## src/doppler_bandwidth_scan_core_macros.svh

```systemverilog
// Assertion helpers shared by the scan modules.
// Each use needs clk and rst_n in scope.
`ifndef DOPPLER_BANDWIDTH_SCAN_CORE_MACROS_SVH
`define DOPPLER_BANDWIDTH_SCAN_CORE_MACROS_SVH

// Same-cycle implication.
`define DBS_ASSERT_IMP(name, ante, cons) \
    name: assert property (@(posedge clk) disable iff (!rst_n) (ante) |-> (cons)) \
        else $error("doppler_bandwidth_scan: same-cycle check failed");

// Next-cycle implication.
`define DBS_ASSERT_NXT(name, ante, cons) \
    name: assert property (@(posedge clk) disable iff (!rst_n) (ante) |=> (cons)) \
        else $error("doppler_bandwidth_scan: next-cycle check failed");

`endif

```

## src/dbs_pkg.sv

```systemverilog
package dbs_pkg;

    localparam int WINDOW     = 33;
    localparam int BIN_COUNT  = 1024;
    localparam int STORE_LEN  = 2 * WINDOW + 1;
    localparam int ADDR_W     = $clog2(STORE_LEN);
    localparam int DIST_W     = $clog2(WINDOW + 1);

    localparam int BIN_W      = 10;
    localparam int MAG_W      = 24;
    localparam int RATIO_W    = 16;
    localparam int OUT_W      = 7;
    localparam int PROD_W     = MAG_W + RATIO_W;
    localparam int OFF_W      = BIN_W + 2;
    localparam int BSUM_W     = 14;

    localparam int CFG_IDX_W  = 2;
    localparam int CFG_DATA_W = 16;

    localparam logic [CFG_IDX_W-1:0] CFG_MAX_VOL     = 2'd0;
    localparam logic [CFG_IDX_W-1:0] CFG_SECOND_PEAK = 2'd1;
    localparam logic [CFG_IDX_W-1:0] CFG_PILOT_BIN   = 2'd2;

    localparam logic [RATIO_W-1:0] MAX_VOL_RESET     = 16'd3277;
    localparam logic [RATIO_W-1:0] SECOND_PEAK_RESET = 16'd19661;
    localparam logic [BIN_W-1:0]   PILOT_BIN_RESET   = 10'd0;

    // Controller to datapath
    typedef struct packed {
        logic mul;
        logic side_init;
        logic side_right;
        logic step;
        logic k_latch;
        logic peak_upd;
        logic res_left;
        logic res_right;
        logic res_from_k;
        logic emit;
        logic clear;
    } cmd_t;

    // Datapath to controller
    typedef struct packed {
        logic accept_last;
        logic above_max;
        logic above_sp;
        logic below_max;
        logic at_window;
        logic peak;
        logic side_right;
    } status_t;

endpackage

```

## src/dbs_ram.sv

```systemverilog
module dbs_ram #(
    parameter int WIDTH = 24,
    parameter int DEPTH = 67
) (
    input  logic                     clk,
    input  logic                     we,
    input  logic [$clog2(DEPTH)-1:0] waddr,
    input  logic [WIDTH-1:0]         wdata,
    input  logic [$clog2(DEPTH)-1:0] raddr,
    output logic [WIDTH-1:0]         rdata
);

    logic [WIDTH-1:0] mem_reg [DEPTH];

    always_ff @(posedge clk)
    begin
        if (we)
        begin
            mem_reg[waddr] <= wdata;
        end
        rdata <= mem_reg[raddr];
    end

endmodule

```

## src/dbs_datapath.sv

```systemverilog
module dbs_datapath (
    input  logic                              clk,
    input  logic                              rst_n,
    input  logic                              accept,
    input  logic [dbs_pkg::BIN_W-1:0]         bin_index,
    input  logic [dbs_pkg::MAG_W-1:0]         magnitude,
    input  logic                              frame_last,
    input  logic                              cfg_write,
    input  logic [dbs_pkg::CFG_IDX_W-1:0]     cfg_index,
    input  logic [dbs_pkg::CFG_DATA_W-1:0]    cfg_data,
    input  dbs_pkg::cmd_t                     cmd,
    output dbs_pkg::status_t                  status,
    output logic [dbs_pkg::OUT_W-1:0]         left_bandwidth,
    output logic [dbs_pkg::OUT_W-1:0]         right_bandwidth
);

    import dbs_pkg::*;

    localparam logic signed [OFF_W-1:0] WIN_S = OFF_W'(WINDOW);

    logic [RATIO_W-1:0]      max_vol_reg;
    logic [RATIO_W-1:0]      second_peak_reg;
    logic [BIN_W-1:0]        pilot_reg;
    logic [MAG_W-1:0]        pilot_mag_reg;
    logic [STORE_LEN-1:0]    valid_reg;
    logic [PROD_W-1:0]       prod_max_reg;
    logic [PROD_W-1:0]       prod_sp_reg;
    logic [PROD_W-1:0]       prod_max_next;
    logic [PROD_W-1:0]       prod_sp_next;
    logic                    side_reg;
    logic [DIST_W-1:0]       dist_reg;
    logic [DIST_W-1:0]       k_reg;
    logic                    peak_reg;
    logic                    rd_ok_reg;
    logic [OUT_W-1:0]        left_reg;
    logic [OUT_W-1:0]        right_reg;

    logic signed [OFF_W-1:0] off;
    logic                    bin_ok;
    logic                    off_ok;
    logic                    wr_en;
    logic [ADDR_W-1:0]       wr_addr;
    logic [ADDR_W-1:0]       rd_addr;
    logic                    in_spec;
    logic [MAG_W-1:0]        rd_data;
    logic [MAG_W-1:0]        bin_val;
    logic [PROD_W-1:0]       bin_ext;
    logic [DIST_W-1:0]       res_value;

    // Store write: keep bins within the window around the pilot
    assign off     = $signed({2'b00, bin_index}) - $signed({2'b00, pilot_reg});
    assign bin_ok  = BSUM_W'(bin_index) < BSUM_W'(BIN_COUNT);
    assign off_ok  = (off >= -WIN_S) && (off <= WIN_S);
    assign wr_en   = accept && bin_ok && off_ok;
    assign wr_addr = ADDR_W'(off + WIN_S);

    // Scan read address and spectrum edge check
    assign rd_addr = side_reg ? (ADDR_W'(WINDOW) + ADDR_W'(dist_reg))
                              : (ADDR_W'(WINDOW) - ADDR_W'(dist_reg));
    assign in_spec = side_reg
        ? ((BSUM_W'(pilot_reg) + BSUM_W'(dist_reg)) < BSUM_W'(BIN_COUNT))
        : (BSUM_W'(dist_reg) <= BSUM_W'(pilot_reg));

    dbs_ram #(
        .WIDTH (MAG_W),
        .DEPTH (STORE_LEN)
    ) u_store (
        .clk   (clk),
        .we    (wr_en),
        .waddr (wr_addr),
        .wdata (magnitude),
        .raddr (rd_addr),
        .rdata (rd_data)
    );

    assign prod_max_next = max_vol_reg * pilot_mag_reg;
    assign prod_sp_next  = second_peak_reg * pilot_mag_reg;

    // Unwritten or off-spectrum bins read as zero
    assign bin_val = rd_ok_reg ? rd_data : '0;
    assign bin_ext = {bin_val, {RATIO_W{1'b0}}};

    assign res_value = cmd.res_from_k ? k_reg : dist_reg;

    always_comb
    begin
        status.accept_last = accept && frame_last;
        status.above_max   = bin_ext > prod_max_reg;
        status.above_sp    = bin_ext > prod_sp_reg;
        status.below_max   = bin_ext < prod_max_reg;
        status.at_window   = dist_reg == DIST_W'(WINDOW);
        status.peak        = peak_reg;
        status.side_right  = side_reg;
    end

    always_ff @(posedge clk or negedge rst_n)
    begin
        if (!rst_n)
        begin
            max_vol_reg     <= MAX_VOL_RESET;
            second_peak_reg <= SECOND_PEAK_RESET;
            pilot_reg       <= PILOT_BIN_RESET;
        end
        else if (cfg_write)
        begin
            case (cfg_index)
                CFG_MAX_VOL:     max_vol_reg     <= cfg_data[RATIO_W-1:0];
                CFG_SECOND_PEAK: second_peak_reg <= cfg_data[RATIO_W-1:0];
                CFG_PILOT_BIN:   pilot_reg       <= cfg_data[BIN_W-1:0];
                default:         ;
            endcase
        end
    end

    always_ff @(posedge clk or negedge rst_n)
    begin
        if (!rst_n)
        begin
            valid_reg     <= '0;
            pilot_mag_reg <= '0;
        end
        else if (cmd.clear)
        begin
            valid_reg     <= '0;
            pilot_mag_reg <= '0;
        end
        else if (wr_en)
        begin
            valid_reg[wr_addr] <= 1'b1;
            if (off == '0)
            begin
                pilot_mag_reg <= magnitude;
            end
        end
    end

    always_ff @(posedge clk or negedge rst_n)
    begin
        if (!rst_n)
        begin
            side_reg  <= 1'b0;
            dist_reg  <= '0;
            k_reg     <= '0;
            peak_reg  <= 1'b0;
            rd_ok_reg <= 1'b0;
        end
        else
        begin
            rd_ok_reg <= valid_reg[rd_addr] && in_spec;
            if (cmd.side_init)
            begin
                side_reg <= cmd.side_right;
                dist_reg <= DIST_W'(1);
                peak_reg <= 1'b0;
            end
            else
            begin
                if (cmd.step)
                begin
                    dist_reg <= dist_reg + DIST_W'(1);
                end
                if (cmd.peak_upd)
                begin
                    peak_reg <= peak_reg || status.above_sp;
                end
            end
            if (cmd.k_latch)
            begin
                k_reg <= dist_reg;
            end
        end
    end

    always_ff @(posedge clk)
    begin
        if (cmd.mul)
        begin
            prod_max_reg <= prod_max_next;
            prod_sp_reg  <= prod_sp_next;
        end
        if (cmd.res_left)
        begin
            left_reg <= OUT_W'(res_value);
        end
        if (cmd.res_right)
        begin
            right_reg <= OUT_W'(res_value);
        end
    end

    assign left_bandwidth  = left_reg;
    assign right_bandwidth = right_reg;

`include "doppler_bandwidth_scan_core_macros.svh"

    `DBS_ASSERT_IMP(a_res_range, cmd.res_left || cmd.res_right, (res_value != '0) && (res_value <= DIST_W'(WINDOW)))
    `DBS_ASSERT_NXT(a_clear_empty, cmd.clear, (valid_reg == '0) && (pilot_mag_reg == '0))
    `DBS_ASSERT_IMP(a_no_store_in_scan, cmd.step || cmd.mul, !wr_en)

endmodule

```

## src/dbs_ctrl.sv

```systemverilog
module dbs_ctrl (
    input  logic             clk,
    input  logic             rst_n,
    input  dbs_pkg::status_t status,
    output dbs_pkg::cmd_t    cmd,
    output logic             busy,
    output logic             done
);

    import dbs_pkg::*;

    typedef enum logic [6:0] {
        ST_IDLE   = 7'b0000001,
        ST_MUL    = 7'b0000010,
        ST_W1_RD  = 7'b0000100,
        ST_W1_CMP = 7'b0001000,
        ST_W2_RD  = 7'b0010000,
        ST_W2_CMP = 7'b0100000,
        ST_DONE   = 7'b1000000
    } state_t;

    state_t state_reg;
    state_t state_next;
    logic   fin;
    logic   fin_k;
    logic   peak_now;

    assign peak_now = status.peak || status.above_sp;

    always_comb
    begin
        state_next = state_reg;
        cmd        = '0;
        fin        = 1'b0;
        fin_k      = 1'b0;
        case (state_reg)
            ST_IDLE:
            begin
                if (status.accept_last)
                begin
                    state_next = ST_MUL;
                end
            end
            ST_MUL:
            begin
                cmd.mul        = 1'b1;
                cmd.side_init  = 1'b1;
                cmd.side_right = 1'b0;
                state_next     = ST_W1_RD;
            end
            ST_W1_RD:
            begin
                state_next = ST_W1_CMP;
            end
            ST_W1_CMP:
            begin
                if (status.above_max && !status.at_window)
                begin
                    cmd.step   = 1'b1;
                    state_next = ST_W1_RD;
                end
                else
                begin
                    cmd.k_latch = 1'b1;
                    if (status.at_window)
                    begin
                        fin = 1'b1;
                    end
                    else
                    begin
                        // move past the minimum and hunt for a split-off peak
                        cmd.step   = 1'b1;
                        state_next = ST_W2_RD;
                    end
                end
            end
            ST_W2_RD:
            begin
                state_next = ST_W2_CMP;
            end
            ST_W2_CMP:
            begin
                cmd.peak_upd = 1'b1;
                if (peak_now && status.below_max)
                begin
                    fin = 1'b1;
                end
                else if (!status.at_window)
                begin
                    cmd.step   = 1'b1;
                    state_next = ST_W2_RD;
                end
                else
                begin
                    fin   = 1'b1;
                    fin_k = !peak_now;
                end
            end
            ST_DONE:
            begin
                cmd.emit   = 1'b1;
                cmd.clear  = 1'b1;
                state_next = ST_IDLE;
            end
            default:
            begin
                state_next = ST_IDLE;
            end
        endcase

        // side finished: latch its width, then turn right or wrap up
        if (fin)
        begin
            cmd.res_from_k = fin_k;
            if (!status.side_right)
            begin
                cmd.res_left   = 1'b1;
                cmd.side_init  = 1'b1;
                cmd.side_right = 1'b1;
                state_next     = ST_W1_RD;
            end
            else
            begin
                cmd.res_right = 1'b1;
                state_next    = ST_DONE;
            end
        end
    end

    always_ff @(posedge clk or negedge rst_n)
    begin
        if (!rst_n)
        begin
            state_reg <= ST_IDLE;
        end
        else
        begin
            state_reg <= state_next;
        end
    end

    assign busy = state_reg != ST_IDLE;
    assign done = state_reg == ST_DONE;

`include "doppler_bandwidth_scan_core_macros.svh"

    `DBS_ASSERT_NXT(a_done_pulse, done, !done)
    `DBS_ASSERT_NXT(a_last_starts_scan, status.accept_last, busy && cmd.mul)
    `DBS_ASSERT_IMP(a_idle_quiet, !busy, !cmd.step && !cmd.emit && !cmd.k_latch)

endmodule

```

## src/doppler_bandwidth_scan_core.sv

```systemverilog
// Channel   | Handshake               | Payload
// ----------+-------------------------+--------------------------------------------
// bins in   | start and not busy      | bin_index, magnitude, frame_last
// result    | done (one-cycle strobe) | left_bandwidth, right_bandwidth
// config    | cfg_write               | cfg_index, cfg_data
//
// Bins are taken one per cycle while busy is low. A beat with frame_last set
// starts the scan: the ratio products are formed, then each bin visited is
// read and then compared (store read is registered), at most WINDOW bins per
// side, then the done state, with busy high throughout.
// Reset loads the register defaults and empties the bin store and the pilot
// magnitude; the store is emptied again in the done cycle. No result stall.
module doppler_bandwidth_scan_core (
    input  logic                              clk,
    input  logic                              rst_n,
    input  logic                              start,
    output logic                              busy,
    input  logic [dbs_pkg::BIN_W-1:0]         bin_index,
    input  logic [dbs_pkg::MAG_W-1:0]         magnitude,
    input  logic                              frame_last,
    output logic                              done,
    output logic [dbs_pkg::OUT_W-1:0]         left_bandwidth,
    output logic [dbs_pkg::OUT_W-1:0]         right_bandwidth,
    input  logic                              cfg_write,
    input  logic [dbs_pkg::CFG_IDX_W-1:0]     cfg_index,
    input  logic [dbs_pkg::CFG_DATA_W-1:0]    cfg_data
);

    import dbs_pkg::*;

    cmd_t    cmd;
    status_t status;
    logic    accept;

    assign accept = start && !busy;

    dbs_ctrl u_ctrl (
        .clk    (clk),
        .rst_n  (rst_n),
        .status (status),
        .cmd    (cmd),
        .busy   (busy),
        .done   (done)
    );

    dbs_datapath u_datapath (
        .clk             (clk),
        .rst_n           (rst_n),
        .accept          (accept),
        .bin_index       (bin_index),
        .magnitude       (magnitude),
        .frame_last      (frame_last),
        .cfg_write       (cfg_write),
        .cfg_index       (cfg_index),
        .cfg_data        (cfg_data),
        .cmd             (cmd),
        .status          (status),
        .left_bandwidth  (left_bandwidth),
        .right_bandwidth (right_bandwidth)
    );

endmodule
```

## config.mk

```make
export PLATFORM = sky130hd
export DESIGN_NAME = doppler_bandwidth_scan_core
export DESIGN_NICKNAME = d
export VERILOG_FILES = /design/src/dbs_pkg.sv /design/src/dbs_ram.sv /design/src/dbs_datapath.sv /design/src/dbs_ctrl.sv /design/src/doppler_bandwidth_scan_core.sv
export VERILOG_INCLUDE_DIRS = /design/src /design/src/src
export SDC_FILE = /design/constraint.sdc
export NUM_CORES = 2
export LEC_CHECK = 0
export BUFFER_PORTS_ARGS = -buffer_cell sky130_fd_sc_hd__buf_2
export CORE_MARGIN = 2
export CORE_UTILIZATION = 67
export CTS_CLUSTER_SIZE = 12
export DETAILED_ROUTE_END_ITERATION = 6
export PLACE_DENSITY = 0.84
export RECOVER_POWER = 50
export SLEW_MARGIN = 10
export SYNTH_ARGS = -nofsm -noshare
export SYNTH_HDL_FRONTEND = slang
export SYNTH_SLANG_ARGS = --single-unit
```

## constraint.sdc

```tcl
create_clock -name clk -period 19.5 [get_ports clk]
set_input_delay 2.925 -clock clk [delete_from_list [all_inputs] [get_ports clk]]
set_output_delay 2.925 -clock clk [all_outputs]
set_load 0.03 [all_outputs]
```

* Word level (Yosys, flattened, before mapping) *
Memories as Yosys holds them, arrays and structs flattened. A register that Yosys moved wholly into a read port is not among the register bits.
Index checks and enable logic that the tools add are counted.

cells by class
  multiplexer cells = 47
  $mul = 2
  bitwise logic cells = 1
  equal/unequal tests = 13
  $lt $le $gt $ge = 10
  reductions and logical operators = 23
  add/subtract/negate cells = 6

operators with widths
  kind                    number
  $mux W67                2
  $mux W24                4
  $gt A40 B40 Y1          2
  $mul A16 B24 Y40        2
  $or A67 B67 Y67         1
  $mux W7                 7
  $pmux W7 S6             1
  $lt A40 B40 Y1          1
  $mux W1                 22
  $mux W6                 3
  $lt A7 B8 Y1 const B    2
  $lt A14 B11 Y1 const B  1
  $logic_not A12 Y1       1
  $add A10 B6 Y11         1
  $ge A11 B7 Y1 const B   1
  $le A11 B7 Y1 const B   1
  $sub A10 B10 Y11        1
  $le A6 B10 Y1           1
  $reduce_and A2 Y1       5
  $logic_and A1 B1 Y1     8
  $reduce_bool A2 Y1      4
  $add A6 B6 Y7 const A   1
  $add A7 B7 Y7 const B   1
  $bmux W1 S7             1
  other kinds (22)        28

storage, ports and cells
  input bits = 57
  bits in writable memories = 1608
  memories = 1
  logic and storage cells = 118
  register bits after elaboration = 247
  output and inout bits = 16

memory list
  memory                      depth  width  read ports  clocked after memory_dff  write ports  RTL line       RTL
  u_datapath.u_store.mem_reg  67     24     1           1                         1            dbs_ram.sv:13  logic [WIDTH-1:0] mem_reg [DEPTH];

* Logic depth before layout (Yosys ltp) *
  depth in word-level cells = 9
  mapped depth = 25
  depth with buffers taken out = 23

* Modules after synthesis *
From an unflattened synthesis, not the netlist that was laid out.

unflattened totals
  cell total of the unflattened synthesis = 6790
  area, all modules = 99377.8 um^2

by module, submodules not included
  module                       times used  seq. area each (um^2)  cells each  area an instance (um^2)
  dbs_ram                      1           48766.8                2815        62052.0
  dbs_datapath                 1           6485.0                 3920        36824.1
  dbs_ctrl                     1           176.4                  54          488.0
  doppler_bandwidth_scan_core  1           0.0                    1           13.8

* Worst setup path after synthesis *
No wires, ideal clock.

  path kind = input to register
  start = input port bin_index[0] (netlist name)
  end = memory u_datapath.u_store.mem_reg[44][0], enable pin
  arrival time = 7.970 ns
  data required time = 19.034 ns
  stages = 15
  library setup time = 0.466 ns
  path buffers = 2
  slack = 11.064 ns
  cell sequence = inv_1 ha_1 inv_1 fa_1 a21o_1 a21oi_4 xor2_2 or4_1 a21boi_1 a211oi_1 and4_1 a21oi_1 buf_6 buf_6 nor4_1

between the ends
  cells in the longest elaborated chain, start to end = 6
  elaborated cells on any way between the ends = 8
  classes of those cells = 2 x add/sub; 2 x order compare; 2 x mux; 2 x reduce/logical

ends and longest elaborated chain
  element                                         RTL line                           RTL
  start: declaration                              doppler_bandwidth_scan_core.sv:18  input logic [dbs_pkg::BIN_W-1:0] bin_index,
  $sub A10 B10 Y11 (*)                            dbs_datapath.sv:51                 assign off = $signed({2'b00, bin_index}) - $signed({2'b00, pilot_reg});
  $ge A11 B7 Y1 or $le A11 B7 Y1 (tied branches)  dbs_datapath.sv:53                 assign off_ok = (off >= -WIN_S) && (off <= WIN_S);
  $logic_and A1 B1 Y1                             dbs_datapath.sv:53
  $logic_and A1 B1 Y1                             dbs_datapath.sv:54                 assign wr_en = accept && bin_ok && off_ok;
  $mux W1                                         dbs_ram.sv:17                      if (we)
  $mux W1 (implied by the code)                   dbs_ram.sv:19                      mem_reg[waddr] <= wdata;
  end: declaration                                dbs_ram.sv:13

Every way passes the cells marked *; elsewhere a longest branch is shown, timed or not.

==> summary.md <==
| Metric | Value |
|---|---|
| Status | finished with violations |
| Violated checks | design-rule violations, max-capacitance violations, max-slew violations |
| CTS tree | yes |
| DPL Wire Length | between 150000 and 200000 um |
| Clock transition at path regs | 0.06 ns |
| # IOs | 73 |
| Syn Inst Count | 6445 |
| Chip Width | about 390 um |
| CP Cell Sequence | clkbuf_1, clkbuf_1, clkbuf_1 |
| Max-cap violation count | 30 |
| Rows | around 140 |
| Via count | approximately 60000 |
| Clock Skews | about 0.11 ns |
| Synth cell types | 86 |
| Fmax | around 100 MHz |
| CP startpoint | rst_n |
| Hold depth | 2 |
| Max-slew violation count | around 2000 |
| Hold Path Origin | u_datapath.valid_reg[53] |
| Gr usage total | 0.3908 |
| Worst hold endpoint | u_datapath.valid_reg[53] |
| Worst Path Required | roughly 20 ns |
| Initial antenna violation count | 21 |
| R2r endpoint | u_datapath.left_bandwidth[4] |
| Layout cells sized above 1 | 0.1619 |
| Crit Path Max Fanout | 71 |
| First-pass GRT wire length | ~420000 um |
| CTS max path bufs | 3 |
| Vias in the first global route | roughly 62000 |
| Post-synthesis average cell area | 15.35 um2 |
| Nets@finish | ~7500 |
| Least-Margin Pin Slew | 4.567 ns |
| H-Tree Depth | 4 |
| DR pass1 iterations | 7 |
| Starting density of the core | 0.6726 |
| Routed WL per cell | around 33 um |
| Setup tns final | 0 ns |
| Dominant synthesized flop cell | edfxtp_1 |
| CP Launch Type | primary input |
| Worst reg2reg startpoint | u_datapath.dist_reg[0] |
| Area growth syn-to-layout | 8.860% |
| CP Buf/Inv Count | 3 |
| Postcts setup bufs | 0 |
| Final wirelength | 286800 um |
| Most numerous cell in the Yosys netlist | edfxtp_1 |
| Sequential fraction of the synthesis area | 0.5601 |
| Final ANT Viol Nets | 0 |
| CP endpoint kind | async pin |
| Register area | between 0.05 and 0.06 mm2 |
| Largest stage delay, worst path | approximately 2.9 ns |
| # setup viols final | 0 |
| Top cells by area, synth | edfxtp_1, fa_1, mux4_2 |
| Skew-Pair Late Insertion Delay | between 0.8 and 0.9 ns |
| Arrival @ worst endpoint | about 10 ns |
| RSZ-0062 raised after global routing | false |
| Cell family with most CP delay | buffers and inverters |
| Post-synth top area share | 0.5159 |
| Number of flops mapped to enable cells by yosys | 1700 |
| Root buf cell | clkbuf_16 |
| RePlAce Congestion | between 0.9 and 1 |
| Chip height | just under 400 um |
| Hold-fix buffers, CTS | 0 |
| Total gr overflow | 0 |
| Max_slew headroom | -2.045 |
| Reg2Reg Setup Slack | 10.19 ns |
| DRC | roughly 200 |
| Most used cell, CP | clkbuf_1 |
| Area after DPL | a little over 0.1 mm2 |
| Async SR Flop Fraction | 0.08249 |
| Clock sinks | 1879 |
| Final Cycle Share | 0.5050 |
| Initial DRC Count | ~10000 |
| Synthesized flop and latch total | 1879 |
| Port Buffers | 70 |
| Final Hold Vio Count | 0 |
| Post-synth top area cell | edfxtp_1 |
| Worst path slowest cell | clkbuf_1 |
| Largest net degree at the start of global routing | 153 |
| CP Class | in -> async |
| Area occupied by multi-input gates | about 0.04 mm2 |
| CTS buffer count | ~190 |
| Fill cells | 8380 |
| Synthesis warning total | 0 |
| DIE AREA | 0.1508 mm2 |
| Number of flip-flops in the largest register | between 1500 and 2000 |
| Post-route cell area | roughly 0.11 mm2 |
| Vias per cell | 7.039 |
| Post-synth top cells | edfxtp_1, inv_1, nand2_1, fa_1, mux4_2 |
| Core Box Area | about 0.15 mm2 |
| Tmin final | approximately 9.8 ns |
| Worst Hold Class | reg -> reg |
| Post-CTS Resized | 0 |
| Cell area after synthesis | just under 0.1 mm2 |
| Reg2Reg Depth | 5 |
-- how the worst max path moves through the flow --
stage / cells after the start / to / slack [ns]
finish: 3 / u_datapath.valid_reg[49] / 9.65
global route: 3 / u_datapath.valid_reg[52] / 8.49
CTS: 21 / u_datapath.prod_max_reg[39] / 11.63
detailed placement: 21 / u_datapath.prod_max_reg[39] / 11.64
global placement: 22 / u_datapath.prod_max_reg[35] / 11.86
floorplan: 15 / u_datapath.u_store.mem_reg[44][0] / 11.06
-- metal layers --
metal | GRT usage | vias up | wire (um)
met5 | 0.02010 | - | 565
met4 | 0.2073 | 26 | 20180
met3 | 0.1212 | 1267 | 38200
met2 | 0.6058 | 5341 | 134100
met1 | 0.5001 | 30520 | 93850
li1 | - | 23340 | -
-- cell type report --
type / count / share of cell area
Clock inverter: 42 / 0.005087
Timing Repair Buffer: 239 / 0.01415
Tap cell: 1930 / 0.02242
Multi-Input combinational cell: 3424 / 0.3690
Sequential cell: 1879 / 0.5145
Inverter: 804 / 0.02803
Antenna cell: 9 / 0.0002091
Clock buffer: 266 / 0.04664
-- cells by family (layout without fill, tap and decap cells) --
logic type | count (synthesis) | in the layout | synth area share
flops | 1879 | 1879 | 0.5601
buf+inv | 1143 | 1351 | 0.04421
compound gates | 465 | 465 | 0.03344
simple gates | 1336 | 1336 | 0.06720
mux | 632 | 632 | 0.1263
fa+ha+maj | 913 | 913 | 0.1619
other cells | 1 | 11 | 0.00003789
xor+xnor | 76 | 76 | 0.006802
-- placed cells by master, fill, tap and decap left out, drive strengths merged, types with 8 or more instances in the layout --
master	count
a21o	59
or2	8
xor2	24
or3	15
nor4	86
nand2	622
nor3	26
ha	300
clkinv	36
dfrtp	139
dfxtp	24
clkbuf	314
mux4	488
and2	347
xnor2	52
a21oi	85
o41ai	19
fa	613
and3	16
nor2	105
o31ai	45
diode	9
nand4	17
o21ai	55
o221ai	10
o22ai	31
a211oi	63
or4	10
nand3	37
mux2i	94
o21bai	14
edfxtp	1700
buf	191
nor2b	13
o21a	16
dfstp	16
mux2	50
a31oi	11
inv	806
-- through the flow --
stage          hold WS (ns)  setup WS, ns  cells  utilization
2_1_floorplan        0.4379         11.06   6446            -
3_3_place_gp         0.4542         11.86   8276       0.6951
3_5_place_dp         0.4648         11.64   8276       0.6951
4_1_cts              0.4946         11.63   8584       0.7329
5_1_grt              0.5158         8.491   8586       0.7321
6_report             0.5040         9.653   8593       0.7322
-- worst register-to-register path, stage by stage, from the launching register on --
cell and delay, ns:
dfrtp_1 1.39, clkbuf_1 3.17, clkinv_1 2.05, nor2_1 1.01, nand2_1 0.29, o21ai_0 1.00
Power is left out: the tool's default activity adds up to more than one toggle a clock period on the data nets, which glitch-free logic cannot reach.
